`src/sv/nsq_pkg.sv`:
```
// Shared types and constants for the nearest-scale int8 quantizer.
`default_nettype none
package nsq_pkg;

    localparam int OUT_WIDTH  = 96;
    localparam int OUT_HEIGHT = 96;
    localparam int SRC_MAX    = 2048;

    localparam int SIZE_W = 12;   // size registers
    localparam int POS_W  = 11;   // source column / row counters
    localparam int SUM_W  = 18;   // scaled sums, up to OUT_* * SRC_MAX
    localparam int IDX_W  = 7;    // output column / row

    localparam int APB_ADDR_W = 4;

    typedef enum logic [1:0] {
        REG_SOURCE_WIDTH  = 2'd0,
        REG_SOURCE_HEIGHT = 2'd1,
        REG_QUANT_GAIN    = 2'd2,
        REG_ZERO_OFFSET   = 2'd3
    } reg_idx_t;

    typedef struct packed {
        logic [7:0] pixel;
        logic       frame_start;
    } src_beat_t;

    typedef struct packed {
        logic signed [7:0] value;
        logic [6:0]        out_col;
        logic [6:0]        out_row;
        logic              frame_last;
    } res_beat_t;

    typedef struct packed {
        logic [SIZE_W-1:0] source_width;
        logic [SIZE_W-1:0] source_height;
        logic [23:0]       quant_gain;
        logic signed [7:0] zero_offset;
    } cfg_t;

    // Selected pixel on its way to the quantizer
    typedef struct packed {
        logic [7:0]       pixel;
        logic [IDX_W-1:0] out_col;
        logic [IDX_W-1:0] out_row;
        logic             frame_last;
    } sel_beat_t;

endpackage
`default_nettype wire

```
`src/sv/nsq_cfg.sv`:
```
// APB configuration registers of the quantizer.
`default_nettype none
module nsq_cfg
    import nsq_pkg::*;
(
    input  wire logic                  clk,
    input  wire logic                  rst_n,
    input  wire logic                  psel,
    input  wire logic                  penable,
    input  wire logic                  pwrite,
    input  wire logic [APB_ADDR_W-1:0] paddr,
    input  wire logic [31:0]           pwdata,
    output logic [31:0]                prdata,
    output logic                       pready,
    output cfg_t                       cfg
);

    cfg_t     cfg_reg;
    reg_idx_t idx;
    logic     wr_en;

    assign idx    = reg_idx_t'(paddr[3:2]);
    assign wr_en  = psel && penable && pwrite;
    assign pready = 1'b1;
    assign cfg    = cfg_reg;

    always_ff @(posedge clk or negedge rst_n)
    begin
        if (!rst_n)
        begin
            cfg_reg.source_width  <= 12'd160;
            cfg_reg.source_height <= 12'd120;
            cfg_reg.quant_gain    <= 24'd65536;
            cfg_reg.zero_offset   <= -8'sd128;
        end
        else if (wr_en)
        begin
            unique case (idx)
                REG_SOURCE_WIDTH:  cfg_reg.source_width  <= pwdata[SIZE_W-1:0];
                REG_SOURCE_HEIGHT: cfg_reg.source_height <= pwdata[SIZE_W-1:0];
                REG_QUANT_GAIN:    cfg_reg.quant_gain    <= pwdata[23:0];
                REG_ZERO_OFFSET:   cfg_reg.zero_offset   <= $signed(pwdata[7:0]);
                default:           ;
            endcase
        end
    end

    always_comb
    begin
        unique case (idx)
            REG_SOURCE_WIDTH:  prdata = {20'd0, cfg_reg.source_width};
            REG_SOURCE_HEIGHT: prdata = {20'd0, cfg_reg.source_height};
            REG_QUANT_GAIN:    prdata = {8'd0, cfg_reg.quant_gain};
            REG_ZERO_OFFSET:   prdata = {24'd0, cfg_reg.zero_offset};
            default:           prdata = '0;
        endcase
    end

endmodule
`default_nettype wire

```
`src/sv/nsq_scan.sv`:
```
// Raster counters and nearest-neighbor pixel selection.
`default_nettype none
module nsq_scan
    import nsq_pkg::*;
(
    input  wire logic      clk,
    input  wire logic      rst_n,
    input  wire cfg_t      cfg,
    input  wire logic      src_valid,
    output logic           src_ready,
    input  wire src_beat_t src_data,
    output logic           sel_valid,
    input  wire logic      sel_ready,
    output sel_beat_t      sel_data
);

    localparam logic [SUM_W-1:0]  OUT_W_SUM  = SUM_W'(OUT_WIDTH);
    localparam logic [SUM_W-1:0]  OUT_H_SUM  = SUM_W'(OUT_HEIGHT);
    localparam logic [IDX_W-1:0]  OUT_W_IDX  = IDX_W'(OUT_WIDTH);
    localparam logic [IDX_W-1:0]  OUT_H_IDX  = IDX_W'(OUT_HEIGHT);
    localparam logic [SIZE_W-1:0] SRC_MAX_SZ = SIZE_W'(SRC_MAX);

    function automatic logic [SIZE_W-1:0] eff_size(
        input logic [SIZE_W-1:0] v,
        input logic [SIZE_W-1:0] lo
    );
        logic [SIZE_W-1:0] r;
        r = v;
        if (v < lo)
            r = lo;
        else if (v > SRC_MAX_SZ)
            r = SRC_MAX_SZ;
        return r;
    endfunction

    // pos*outs <= sum < pos*outs + outs
    function automatic logic is_target(
        input logic [POS_W-1:0] pos,
        input logic [SUM_W-1:0] sum,
        input logic [SUM_W-1:0] outs
    );
        logic [SUM_W-1:0] lo;
        lo = SUM_W'(pos) * outs;
        return (sum >= lo) && (sum < lo + outs);
    endfunction

    logic [POS_W-1:0] src_col_reg, src_col_next;
    logic [POS_W-1:0] src_row_reg, src_row_next;
    logic [IDX_W-1:0] nout_col_reg, nout_col_next;
    logic [IDX_W-1:0] nout_row_reg, nout_row_next;
    logic [SUM_W-1:0] col_sum_reg, col_sum_next;
    logic [SUM_W-1:0] row_sum_reg, row_sum_next;

    logic             sel_valid_reg;
    sel_beat_t        sel_data_reg;

    logic [SIZE_W-1:0] w_eff, h_eff;
    logic [POS_W-1:0]  c, r;
    logic [IDX_W-1:0]  oc, orow;
    logic [SUM_W-1:0]  cs, rs;
    logic              row_hit, hit, accept;

    assign w_eff     = eff_size(cfg.source_width,  SIZE_W'(OUT_WIDTH));
    assign h_eff     = eff_size(cfg.source_height, SIZE_W'(OUT_HEIGHT));
    assign src_ready = !sel_valid_reg || sel_ready;
    assign accept    = src_valid && src_ready;
    assign sel_valid = sel_valid_reg;
    assign sel_data  = sel_data_reg;

    always_comb
    begin
        // frame start clears the counters before this beat is handled
        c    = src_data.frame_start ? '0 : src_col_reg;
        r    = src_data.frame_start ? '0 : src_row_reg;
        oc   = src_data.frame_start ? '0 : nout_col_reg;
        orow = src_data.frame_start ? '0 : nout_row_reg;
        cs   = src_data.frame_start ? '0 : col_sum_reg;
        rs   = src_data.frame_start ? '0 : row_sum_reg;

        src_col_next  = c;
        src_row_next  = r;
        nout_col_next = oc;
        nout_row_next = orow;
        col_sum_next  = cs;
        row_sum_next  = rs;

        row_hit = 1'b0;
        hit     = 1'b0;

        // past the last output row the rest of the frame is dropped
        if (orow < OUT_H_IDX)
        begin
            row_hit = is_target(r, rs, OUT_H_SUM);
            hit     = row_hit && (oc < OUT_W_IDX) && is_target(c, cs, OUT_W_SUM);

            if (hit)
            begin
                nout_col_next = oc + 1'b1;
                col_sum_next  = cs + SUM_W'(w_eff);
            end

            if ({1'b0, c} + 1'b1 >= w_eff)
            begin
                src_col_next  = '0;
                src_row_next  = r + 1'b1;
                nout_col_next = '0;
                col_sum_next  = '0;
                if (row_hit)
                begin
                    nout_row_next = orow + 1'b1;
                    row_sum_next  = rs + SUM_W'(h_eff);
                end
            end
            else
            begin
                src_col_next = c + 1'b1;
            end
        end
    end

    always_ff @(posedge clk or negedge rst_n)
    begin
        if (!rst_n)
        begin
            src_col_reg   <= '0;
            src_row_reg   <= '0;
            nout_col_reg  <= '0;
            nout_row_reg  <= '0;
            col_sum_reg   <= '0;
            row_sum_reg   <= '0;
            sel_valid_reg <= 1'b0;
        end
        else
        begin
            if (accept)
            begin
                src_col_reg  <= src_col_next;
                src_row_reg  <= src_row_next;
                nout_col_reg <= nout_col_next;
                nout_row_reg <= nout_row_next;
                col_sum_reg  <= col_sum_next;
                row_sum_reg  <= row_sum_next;
            end
            if (src_ready)
                sel_valid_reg <= accept && hit;
        end
    end

    always_ff @(posedge clk)
    begin
        if (accept && hit)
        begin
            sel_data_reg.pixel      <= src_data.pixel;
            sel_data_reg.out_col    <= oc;
            sel_data_reg.out_row    <= orow;
            sel_data_reg.frame_last <= (oc == OUT_W_IDX - 1'b1) && (orow == OUT_H_IDX - 1'b1);
        end
    end

endmodule
`default_nettype wire

```
`src/sv/nsq_quant.sv`:
```
// Gain multiply, zero point add and int8 clamp, with the result register.
`default_nettype none
module nsq_quant
    import nsq_pkg::*;
(
    input  wire logic      clk,
    input  wire logic      rst_n,
    input  wire cfg_t      cfg,
    input  wire logic      sel_valid,
    output logic           sel_ready,
    input  wire sel_beat_t sel_data,
    output logic           res_valid,
    input  wire logic      res_ready,
    output res_beat_t      res_data
);

    logic              res_valid_reg;
    res_beat_t         res_data_reg;

    logic [31:0]        prod;
    logic signed [17:0] sum;
    logic signed [7:0]  clamped;

    assign sel_ready = !res_valid_reg || res_ready;
    assign res_valid = res_valid_reg;
    assign res_data  = res_data_reg;

    always_comb
    begin
        prod = 32'(sel_data.pixel) * 32'(cfg.quant_gain);
        sum  = $signed({2'b00, prod[31:16]}) + 18'(cfg.zero_offset);
        if (sum > 18'sd127)
            clamped = 8'sd127;
        else if (sum < -18'sd128)
            clamped = -8'sd128;
        else
            clamped = sum[7:0];
    end

    always_ff @(posedge clk or negedge rst_n)
    begin
        if (!rst_n)
            res_valid_reg <= 1'b0;
        else if (sel_ready)
            res_valid_reg <= sel_valid;
    end

    always_ff @(posedge clk)
    begin
        if (sel_valid && sel_ready)
        begin
            res_data_reg.value      <= clamped;
            res_data_reg.out_col    <= sel_data.out_col;
            res_data_reg.out_row    <= sel_data.out_row;
            res_data_reg.frame_last <= sel_data.frame_last;
        end
    end

endmodule
`default_nettype wire

```
`src/sv/nearest_scale_int8_quantizer.sv`:
```
// Path: a selected pixel is registered in the scan stage, then in the quantize stage.
// Throughput: one src beat per cycle; a stalled result holds the quantize stage, and
//   src_ready drops only once the next selected beat also waits in the scan stage.
// Source beats that hit no output position are consumed with no result.
// Reset: asynchronous active-low rst_n clears the counters and valid flags and
//   loads the registers with 160x120, gain 1.0 and zero point -128.
`default_nettype none
module nearest_scale_int8_quantizer
    import nsq_pkg::*;
(
    input  wire logic                  clk,
    input  wire logic                  rst_n,
    input  wire logic                  psel,
    input  wire logic                  penable,
    input  wire logic                  pwrite,
    input  wire logic [APB_ADDR_W-1:0] paddr,
    input  wire logic [31:0]           pwdata,
    output logic [31:0]                prdata,
    output logic                       pready,
    input  wire logic                  src_valid,
    output logic                       src_ready,
    input  wire src_beat_t             src_data,
    output logic                       res_valid,
    input  wire logic                  res_ready,
    output res_beat_t                  res_data
);

    cfg_t      cfg;
    logic      sel_valid;
    logic      sel_ready;
    sel_beat_t sel_data;

    nsq_cfg u_cfg (
        .clk     (clk),
        .rst_n   (rst_n),
        .psel    (psel),
        .penable (penable),
        .pwrite  (pwrite),
        .paddr   (paddr),
        .pwdata  (pwdata),
        .prdata  (prdata),
        .pready  (pready),
        .cfg     (cfg)
    );

    nsq_scan u_scan (
        .clk       (clk),
        .rst_n     (rst_n),
        .cfg       (cfg),
        .src_valid (src_valid),
        .src_ready (src_ready),
        .src_data  (src_data),
        .sel_valid (sel_valid),
        .sel_ready (sel_ready),
        .sel_data  (sel_data)
    );

    nsq_quant u_quant (
        .clk       (clk),
        .rst_n     (rst_n),
        .cfg       (cfg),
        .sel_valid (sel_valid),
        .sel_ready (sel_ready),
        .sel_data  (sel_data),
        .res_valid (res_valid),
        .res_ready (res_ready),
        .res_data  (res_data)
    );

endmodule
`default_nettype wire

```
`config.mk`:
```
export PLATFORM = sky130hd
export DESIGN_NAME = nearest_scale_int8_quantizer
export DESIGN_NICKNAME = d
export VERILOG_FILES = /design/src/sv/nsq_pkg.sv /design/src/sv/nsq_cfg.sv /design/src/sv/nsq_scan.sv /design/src/sv/nsq_quant.sv /design/src/sv/nearest_scale_int8_quantizer.sv
export SDC_FILE = /design/constraint.sdc
export NUM_CORES = 1
export LEC_CHECK = 0
export BUFFER_PORTS_ARGS = -buffer_cell sky130_fd_sc_hd__buf_2
export CORE_ASPECT_RATIO = 0.8
export CORE_MARGIN = 3
export CORE_UTILIZATION = 55
export DETAILED_ROUTE_END_ITERATION = 12
export PLACE_DENSITY_LB_ADDON = 0.12
export SLEW_MARGIN = 20
export SYNTH_ARGS = -nofsm -noshare
export SYNTH_HDL_FRONTEND = slang
export SYNTH_SLANG_ARGS = --single-unit
```
`constraint.sdc`:
```
create_clock -name clk -period 9.1 [get_ports clk]
set_clock_uncertainty 0.15 [all_clocks]
set_input_delay 1.365 -clock clk [delete_from_list [all_inputs] [get_ports clk]]
set_output_delay 1.365 -clock clk [all_outputs]
set_load 0.02 [all_outputs]
```
==> out/summary.txt <==
Run status - complete, no violations
Worst R2R End - u_quant.res_data[16]$_SDFFCE_PN1P_
First-pass GRT wire length - 73700 microns
Boundary Pins - 110
Crit path capture type - flip-flop
# hold bufs at CTS - 0
Worst Path Max Fanout - 24
DR vias/cell - 5.77
Total track usage - 25.8%
TritonRoute pass-1 iters - 7
Post-Syn Area - 18100 sq um
Setup ws final - 0.723 ns
Final Net Count - 2350
Starting Density - 56.7%
Die X - 209 microns
Layout cells sized above 1 - 11.6%
Hold Crit Depth - 0
Area of the core - 31900 sq um
Placed cell count - 2382
Worst setup startpoint - u_scan.sel_data[19]$_DFFE_PP_
Share of the synthesized area in the top cell type - 16.9%
Sequential share of the synthesized area - 25.7%
Primary FF master, synth - dfrtp_1
WP data required - 9.27 ns
Cells after synthesis - 1920
Count of final hold-check violations - 0
Drt total wl - 44100 microns
Slew HR - 34.0%
Finished Layout Cells - 2414
Die ar. - 35100 sq um
Pin count of the biggest net entering global routing - 69
Dpl ws - 0.867 ns
Most area-hungry cell type in the Yosys netlist - dfrtp_1
Max FFs per register - 56
FP Rows - 58
# port buffers - 90
Clock transition at the registers of the reported paths - 0.08 ns
H-Tree Depth - 4
Mean Syn Cell Area - 9.43 sq um
Critical Path End - u_quant.res_data[16]$_SDFFCE_PN1P_
Max Cap Viol - 0
Hold Crit Class - flip-flop to flip-flop
Layout area overhead - 7.75%
Yosys reg bits - 176
Clock Tree Root - clkbuf_16
Post-CTS sizing - 0
Antenna violations before repair - 0
Path depth of the worst reg2reg path - 28
TritonCTS buffer count - 17
Startpoint types - flip-flop
Setup TNS - 0 ns
CP peak stage delay - 0.93 ns
Worst EP arrival - 8.55 ns
Fmax - 119 MHz
Drc violations - 0
Number of synthesized flops with an enable pin - 46
GRT overflow - 0
Min Clock Period, post-route - 8.38 ns
CP Class - flip-flop to flip-flop
Worst-Skew Late Latency - 0.45 ns
DP HPWL - 34100 microns
Gpl congestion - 0.866
DIE HEIGHT - 168 microns
Final max-slew violation count - 0
Routed WL per cell - 18.3 microns
Yosys cell types - 84
Clock tree buffer depth - 2
Top cells by area, synth - dfrtp_1, fa_1, ha_1
Starting DRT DRC Count - 908
Yosys warnings - 0
# diodes - 0
DR vias - 13940
Reg2reg start - u_scan.sel_data[19]$_DFFE_PP_
Tcrit/Tclk final - 92.1%
Slew @ Worst Pin - 0.988 ns
Clk sinks - 176
Post-CTS Setup Inserts - 0
CP max stage cell - edfxtp_1
CTS tree - built
Vias in the first global route - 14004
RSZ-0062 raised after global routing - no
Reg2reg setup slack - 0.72 ns
Final Setup Violations - 0
Post-DRT Antenna Nets - 0
Ys async rst share - 73.9%
through the flow:
step	hold WS (ns)	util, %	area [sq um]
2_1_floorplan	0.250	-	18100
3_3_place_gp	0.252	59.3	18900
3_5_place_dp	0.256	59.3	18900
4_1_cts	0.270	61.1	19500
5_1_grt	0.279	61.1	19500
6_report	0.269	61.1	19500
kinds of logic after synthesis:
group                    after synthesis  share of synthesized area (%)
AND/OR/NAND/NOR                      666                           18.8
other                                  2                         0.0415
AO/OA/AOI/OAI                        308                           11.8
XOR/XNOR                             117                           5.66
adder cells (fa/ha/maj)              317                           27.5
flip-flops                           176                           25.7
multiplexers                          67                           4.64
buffers and inverters                267                           5.86
Yosys cell counts (5+ instances only):
master    count
a211o_1       5
a211oi_1     13
a21o_1       45
a21oi_1      58
a22o_1       18
a31oi_1      14
and2_1      149
and3_1       11
buf_4         9
clkbuf_1     54
dfrtp_1     122
dfstp_2       8
edfxtp_1     46
fa_1        136
ha_1        181
inv_1       195
mux2_2       55
mux4_2        8
nand2_1     213
nand2b_1      8
nand3_1      39
nand3b_1      5
nand4_1      15
nor2_1       81
nor2b_1      77
nor3_1       28
nor4_1        9
o211ai_1     15
o21a_1       15
o21ai_0      53
o21ai_1       5
o21bai_1      8
o22ai_1       8
or2_2         8
or3_1         7
xnor2_1      74
xor2_1       43
final cells by class:
class                      count  area (sq um)
clock buffer                  17           425
clock inverter                15           155
fill                        2748         12400
inverter                     196           736
multi-input combinational   1484         12400
sequential                   176          4640
tap                          420           526
timing repair buffer         106           577
how the worst min path moves through the flow:
stage / slack [ns] / from / endpoint
after floorplan: 0.25 / u_scan.sel_data[0]$_DFFE_PP_ / u_quant.res_data[0]$_DFFE_PP_
after global placement: 0.25 / u_scan.sel_data[12]$_DFFE_PP_ / u_quant.res_data[12]$_DFFE_PP_
after detailed placement: 0.26 / u_scan.sel_data[0]$_DFFE_PP_ / u_quant.res_data[0]$_DFFE_PP_
after CTS: 0.27 / u_scan.sel_data[5]$_DFFE_PP_ / u_quant.res_data[5]$_DFFE_PP_
after global routing: 0.28 / u_scan.sel_data[0]$_DFFE_PP_ / u_quant.res_data[0]$_DFFE_PP_
final: 0.27 / u_scan.sel_data[5]$_DFFE_PP_ / u_quant.res_data[5]$_DFFE_PP_
layer usage:
layer / track usage (%) / share of wire (%) / up-vias / routed length, microns
met3: 5.87 / 6.9 / 39 / 3030
li1: - / - / 6623 / -
met1: 39.8 / 50 / 6892 / 21900
met4: 4.48 / 1.1 / 0 / 471
met2: 37.6 / 42 / 386 / 18700
met5: 0 / 0 / - / 0
cells in the final DEF, fill, tap and decap left out, types with 16 or more instances in the layout:
| cell | instances |
|---|---|
| and2_1 | 149 |
| xor2_1 | 43 |
| mux2_2 | 55 |
| nor2_1 | 80 |
| nor2b_1 | 77 |
| o21ai_0 | 53 |
| nand2_1 | 213 |
| ha_1 | 181 |
| a21oi_1 | 58 |
| a21o_1 | 45 |
| inv_1 | 195 |
| clkbuf_16 | 17 |
| nand3_1 | 39 |
| buf_2 | 89 |
| edfxtp_1 | 46 |
| dfrtp_1 | 122 |
| nor3_1 | 27 |
| a22o_1 | 18 |
| fa_1 | 136 |
| xnor2_1 | 74 |
| buf_4 | 16 |
worst max-delay path, delay by kind of cell (launching register included):
kind | cells | cell delay (ns)
flops | 1 | 0.93
xor+xnor | 2 | 0.31
compound gates | 13 | 3.38
fa+ha+maj | 6 | 2.81
simple gates | 3 | 0.36
buf+inv | 4 | 0.27
Power is not shown: default switching activity piles up to over one toggle a cycle in this logic, so the estimate is an artifact.
